==> src/hw/rtl/mdc_pkg.sv <==
// Package for the multiply-shift division checker: widths, register indexes, method codes.
package mdc_pkg;

    // Widest operand the block evaluates.
    localparam int MAX_BITS   = 16;
    // Numerator pattern width and quotient width of the ports.
    localparam int NUM_W      = 16;
    localparam int Q_W        = 17;
    // Operand width register, multiplier register, post shift register.
    localparam int NB_W       = 5;
    localparam int MULT_W     = 17;
    localparam int SHIFT_W    = 4;
    // Product of two 18-bit signed operands.
    localparam int OPND_W     = MULT_W + 1;
    localparam int PROD_W     = 2 * OPND_W;
    // Configuration port.
    localparam int CFG_IDX_W  = 3;
    localparam int CFG_DATA_W = 17;
    // Restoring divider retires one quotient bit per stage.
    localparam int DIV_STAGES = NUM_W;
    // Stage whose register holds the finished candidate quotient.
    localparam int MAGIC_STAGE = 4;

    typedef enum logic [CFG_IDX_W-1:0] {
        CFG_OPERAND_BITS = 3'd0,
        CFG_IS_SIGNED    = 3'd1,
        CFG_METHOD_CODE  = 3'd2,
        CFG_DIVISOR      = 3'd3,
        CFG_MULTIPLIER   = 3'd4,
        CFG_POST_SHIFT   = 3'd5
    } cfg_idx_t;

    localparam logic [1:0] METHOD_SHIFT = 2'd0;
    localparam logic [1:0] METHOD_HIGH  = 2'd1;
    localparam logic [1:0] METHOD_HALF  = 2'd2;
    localparam logic [1:0] METHOD_RSVD  = 2'd3;

    localparam logic [NB_W-1:0]    RST_OPERAND_BITS = 5'd16;
    localparam logic               RST_IS_SIGNED    = 1'b0;
    localparam logic [1:0]         RST_METHOD_CODE  = METHOD_HIGH;
    localparam logic [NUM_W-1:0]   RST_DIVISOR      = 16'd2;
    localparam logic [MULT_W-1:0]  RST_MULTIPLIER   = 17'd0;
    localparam logic [SHIFT_W-1:0] RST_POST_SHIFT   = 4'd0;

endpackage

==> src/hw/rtl/mdc_div.sv <==
// Pipelined restoring divider: unsigned quotient, one bit per stage.
module mdc_div
    import mdc_pkg::*;
(
    input  logic             aclk,
    input  logic             en,
    input  logic [NUM_W-1:0] dividend,
    input  logic [NUM_W-1:0] divisor,
    output logic [NUM_W-1:0] quotient
);

    // Remainder and the shared dividend/quotient shift word of each stage.
    logic [NUM_W-1:0] rem_reg [DIV_STAGES];
    logic [NUM_W-1:0] nq_reg  [DIV_STAGES];

    for (genvar i = 0; i < DIV_STAGES; i++) begin : g_stage
        logic [NUM_W-1:0] rem_in;
        logic [NUM_W-1:0] nq_in;
        logic [NUM_W:0]   trial;
        logic             fits;
        logic [NUM_W-1:0] rem_next;
        logic [NUM_W-1:0] nq_next;

        if (i == 0) begin : g_first
            assign rem_in = '0;
            assign nq_in  = dividend;
        end else begin : g_rest
            assign rem_in = rem_reg[i-1];
            assign nq_in  = nq_reg[i-1];
        end

        // Bring down the next dividend bit and try the subtract.
        assign trial    = {rem_in, nq_in[NUM_W-1]};
        assign fits     = trial >= {1'b0, divisor};
        assign rem_next = fits ? NUM_W'(trial - {1'b0, divisor}) : trial[NUM_W-1:0];
        assign nq_next  = {nq_in[NUM_W-2:0], fits};

        always_ff @(posedge aclk) begin
            if (en) begin
                rem_reg[i] <= rem_next;
                nq_reg[i]  <= nq_next;
            end
        end
    end

    assign quotient = nq_reg[DIV_STAGES-1];

endmodule
==> config.mk <==
export PLATFORM = sky130hd
export DESIGN_NAME = mdc_div
export DESIGN_NICKNAME = d
export VERILOG_FILES = /design/src/hw/rtl/mdc_pkg.sv /design/src/hw/rtl/mdc_div.sv
export SDC_FILE = /design/constraint.sdc
export NUM_CORES = 1
export LEC_CHECK = 0
export CAP_MARGIN = 20
export CORE_MARGIN = 1.5
export CORE_UTILIZATION = 50
export DETAILED_ROUTE_END_ITERATION = 10
export DONT_BUFFER_PORTS = 1
export HOLD_SLACK_MARGIN = 0.1
export PLACE_DENSITY = 0.76
export REMOVE_ABC_BUFFERS = 1
export SETUP_SLACK_MARGIN = 0.1
export SYNTH_ARGS = -nofsm -noshare
export SYNTH_HDL_FRONTEND = slang
export SYNTH_SLANG_ARGS = --single-unit
==> constraint.sdc <==
create_clock -name aclk -period 4.2 [get_ports aclk]
set_input_delay 1.05 -clock aclk [delete_from_list [all_inputs] [get_ports aclk]]
set_output_delay 1.05 -clock aclk [all_outputs]
set_load 0.03 [all_outputs]
* Word-level counts from Yosys, hierarchy flattened
Memory sizes are Yosys's and may differ from the RTL's.
Cells that the tools add are included.
** Word-level totals
- Flip-flop bits (word level) :: 0
- Latch bits :: 0
- RAM bits :: 512
- Bits in read-only memories :: 0
- Input bits :: 34
- Output and inout bits :: 16
- Word-level logic and storage cells :: 52
- Memories kept :: 2
** Cells by class
- Add/sub/neg operators :: 16
- $mul :: 0
- Divide/modulo/power cells :: 0
- $lt $le $gt $ge :: 16
- Eq/ne operators :: 0
- Shift operators :: 0
- Mux-type cells :: 18
- Bitwise gates (word level) :: 0
- Reductions and logical operators :: 0
** Memories
- nq_reg :: depth 16, width 16, rd ports 16, clocked after memory_dff 0, wr ports 16, RTL line mdc_div.sv:14 : logic [NUM_W-1:0] nq_reg [DIV_STAGES];
- rem_reg :: depth 16, width 16, rd ports 15, clocked after memory_dff 0, wr ports 16, RTL line mdc_div.sv:13 : logic [NUM_W-1:0] rem_reg [DIV_STAGES];
** Operator list (count)
- $mux 16 :: 16
- $ge 17x16->1 :: 15
- $sub 16x16->16 :: 15
- $ge 1x16->1 :: 1
- $sub 1x16->16 :: 1
- $mux 1 :: 2

* Depth between registers and ports, before layout
An unclocked memory read counts as a cell.
- Depth in word-level cells :: 3
- Mapped depth :: 13
- Gate-level depth less buffers :: 11

* Worst setup path after synthesis
No wires, ideal clock.
- Path kind :: in2reg
- Start :: input divisor[1]
- End :: memory rem_reg[12][8], in the netlist rem_reg[1][72], data pin
- Setup time :: 262 ps
- Data arrival time :: 3896 ps
- Required time :: 3938 ps
- Setup slack :: 41 ps
- Stages :: 12
- Buffers on the path :: 2
- Cells stage by stage :: clkbuf_1 > inv_1 > ha_1 > nor2b_1 > o211ai_2 > a31oi_1 > o41a_1 > o21ai_1 > a21oi_1 > nor4_4 > buf_6 > mux2_1
** RTL lines
- from (decl) :: RTL line mdc_div.sv:8 : input logic [NUM_W-1:0] divisor,
- to (decl) :: RTL line mdc_div.sv:13

==> results.json <==
{
  "antenna_left": 0,
  "finalWorstSetupSlack_ns": 0.595,
  "cts_resized": 0,
  "cts.reportedPaths.clkPinSlew_ns": 0.06,
  "synth.ff_latch_count": 496,
  "gr-total-overflow": 0,
  "top_layer_used": "met4",
  "period_needed_ns": 3.61,
  "pre_cts_ws_ns": -0.0315,
  "r2r-end": "rem_reg[0][118]$_DFFE_PP_",
  "hp-start": "nq_reg[1][50]$_DFFE_PP_",
  "drt_pass1_iterations": 5,
  "dieArea_mm2": 0.0577,
  "cts_sinks": 496,
  "min_path_type": "reg -> reg",
  "syn_avg_cell_area_um2": 11.9,
  "fmax_mhz": 277,
  "synth-edff-count": 496,
  "min_to": "nq_reg[1][67]$_DFFE_PP_",
  "postSynth.asyncResetShare_pct": 0,
  "largest_register_ffs": 256,
  "slew_violations": 0,
  "first_global_vias": 18600,
  "worst_pin_slew_ns": 1.47,
  "worstSkewPairLatency_ns": 0.62,
  "remaining_drc_errors": 0,
  "die_y_um": 240,
  "powerDensity_mw_per_mm2": 755,
  "setup_viol": 0,
  "ys_warn_count": 0,
  "ff2ff_path_depth": 9,
  "drt-initial-drc-count": 1597,
  "crit_chain": "inv_1, buf_4, buf_4, ha_1, and3_1, a21o_1, o21a_1, o311ai_1, a2111oi_0, or3_1, a31o_2",
  "synth_seq_area_share_pct": 53.0,
  "synthCells": 2354,
  "num_vias": 19100,
  "hold_violations": 0,
  "met1_length_mm": 28.3,
  "slowest_stage": "o311ai_1",
  "holdPathStages": 0,
  "ir_drop_mv": 0.356,
  "crit_type": "in -> reg",
  "grt_first_pass_wirelength_mm": 98.6,
  "multi_input_area_mm2": 0.0126,
  "start_util_pct": 50.9,
  "track_usage_pct": 22.0,
  "drv_cap": 0,
  "routedWlPerCell_um": 19.5,
  "cp.arrival_ns": 3.96,
  "dp_hpwl_mm": 43.0,
  "fillCellCount": 4576,
  "power.leakage_nw": 12.1,
  "post-route-period-util_pct": 85.8,
  "drive_gt1_share_pct": 11.1,
  "portBuffers": 0,
  "slowest_delay_ns": 0.44,
  "crit_path_max_fanout": 10,
  "place_area_mm2": 0.0296,
  "critPathCaptureType": "flop",
  "timing.rr.start": "rem_reg[0][99]$_DFFE_PP_",
  "grt_start_max_net_pins": 497,
  "ff_latch_area_mm2": 0.0149,
  "wl_mm": 63.1,
  "cts.path.max_buffers": 3,
  "totalPowerFinal_mw": 23.8,
  "synth_cell_types": 74,
  "startpoint_type": "input port",
  "antenna_cells": 0,
  "wl_met2_mm": 29.2,
  "gp_congestion": 0.967,
  "cts_root_buf": "clkbuf_16",
  "rows": 86,
  "cts_hold_buffers": 0,
  "status": "finished clean",
  "place_inst": 3131,
  "finalNonFillerCells": 3234,
  "core_area_mm2": 0.0553,
  "fin_area_mm2": 0.0315,
  "synth_ff_type": "edfxtp_1",
  "cts_made_buffers": 54,
  "required_ns": 4.56,
  "reg2reg_slack_ns": 0.95,
  "cts_tree": "built",
  "skew_ns": 0.0171,
  "syn_to_final_growth_pct": 11.9,
  "wl_met3_mm": 3.44,
  "syn-cell-area_mm2": 0.0281,
  "antenna_found_initial": 0,
  "cp_common_cell": "buf_4",
  "fin_nets": 2730,
  "slew-limit-headroom_pct": 2.14,
  "drt-vias-per-instance": 5.91,
  "io_pins": 50,
  "post_cts_buffers": 0,
  "rsz0062_at_grt": "no",
  "ctsHtreeMaxLevel": 2,
  "die_w_um": 240
}
## worst max path at each step
stage | startpoint | end | slack [ns] | cells after the start
5_1_grt | divisor[3] | rem_reg[0][118]$_DFFE_PP_ | 0.49 | 11
3_5_place_dp | divisor[6] | rem_reg[1][79]$_DFFE_PP_ | -0.03 | 10
4_1_cts | divisor[6] | rem_reg[1][79]$_DFFE_PP_ | 0.61 | 10
3_3_place_gp | divisor[3] | rem_reg[1][67]$_DFFE_PP_ | 0.07 | 9
2_1_floorplan | divisor[1] | rem_reg[1][20]$_DFFE_PP_ | -0.04 | 9
6_report | divisor[5] | rem_reg[1][46]$_DFFE_PP_ | 0.59 | 11
## per-layer routing
layer / track usage [%] / up-vias
li1: - / 9153
met1: 29.9 / 9205
met2: 35.5 / 602
met3: 3.40 / 143
met4: 8.31 / 0
met5: 0 / -
## worst max-delay path: cells and delay by family
kind / cells / cell delay [ns]
buffers and inverters: 3 / 0.75
adder cells (fa/ha/maj): 1 / 0.30
AND/OR/NAND/NOR: 2 / 0.54
AO/OA/AOI/OAI: 5 / 1.31
## power by group
| part | total, mW | internal, mW | switching, mW |
|---|---|---|---|
| sequential | 8.33 | 7.51 | 0.818 |
| clock | 4.92 | 2.93 | 1.99 |
| combinational | 10.5 | 4.87 | 5.64 |
| total | 23.8 | 15.3 | 8.45 |
## layout by cell type, fill, tap and decap left out, types with 17 or more instances in the layout
master,instances
ha_1,242
a21o_1,53
nor2b_1,31
nor2_1,140
o31ai_1,22
nand4_1,29
edfxtp_1,496
nand2_1,154
clkbuf_16,54
nand3_1,33
mux2i_1,18
xnor2_1,95
nand2b_1,39
o21bai_1,17
nor3_1,44
o21a_1,34
o31a_1,22
o21ai_0,166
a211oi_1,17
a31oi_1,22
a21oi_1,166
buf_4,58
inv_1,107
mux2_2,93
xor2_1,55
## through the flow
step                TNS (ns)  hold slack [ns]  util [%]
finish                     0            0.411      56.9
global route               0            0.416      56.9
CTS                        0            0.412      56.9
detailed placement    -0.151            0.405      53.6
global placement           0            0.400      53.6
floorplan            -0.0801            0.400         -
## final cells by class
cell class / count / area share [%]
inverter: 108 / 1.29
tap: 748 / 2.97
sequential: 496 / 47.3
timing repair buffer: 75 / 2.44
clock inverter: 39 / 1.46
clock buffer: 63 / 4.40
multi-input combinational: 1705 / 40.1
## kinds of logic after synthesis
kind of cell	Yosys count	share of synthesized area (%)
simple gates	560	9.79
mux	118	4.64
fa+ha+maj	256	11.8
flops	496	53.0
compound gates	621	14.0
buf+inv	153	2.17
xor+xnor	150	4.67
## cell usage after synthesis, types with 29 or more instances
cell type	number	area, um^2
o21ai_0	166	831
edfxtp_1	496	14900
xnor2_1	95	832
ha_1	242	3030
nand2_1	154	578
inv_1	107	402
nor2_1	140	526
a21oi_1	166	831
nand3_1	33	165
nor3_1	44	220
clkbuf_1	32	120
o21a_1	34	255
nand2b_1	39	244
nand4_1	29	181
mux2_2	93	1050
xor2_1	55	482
nor2b_1	31	194
a21o_1	53	398
Power figures use the tool's default switching activity.
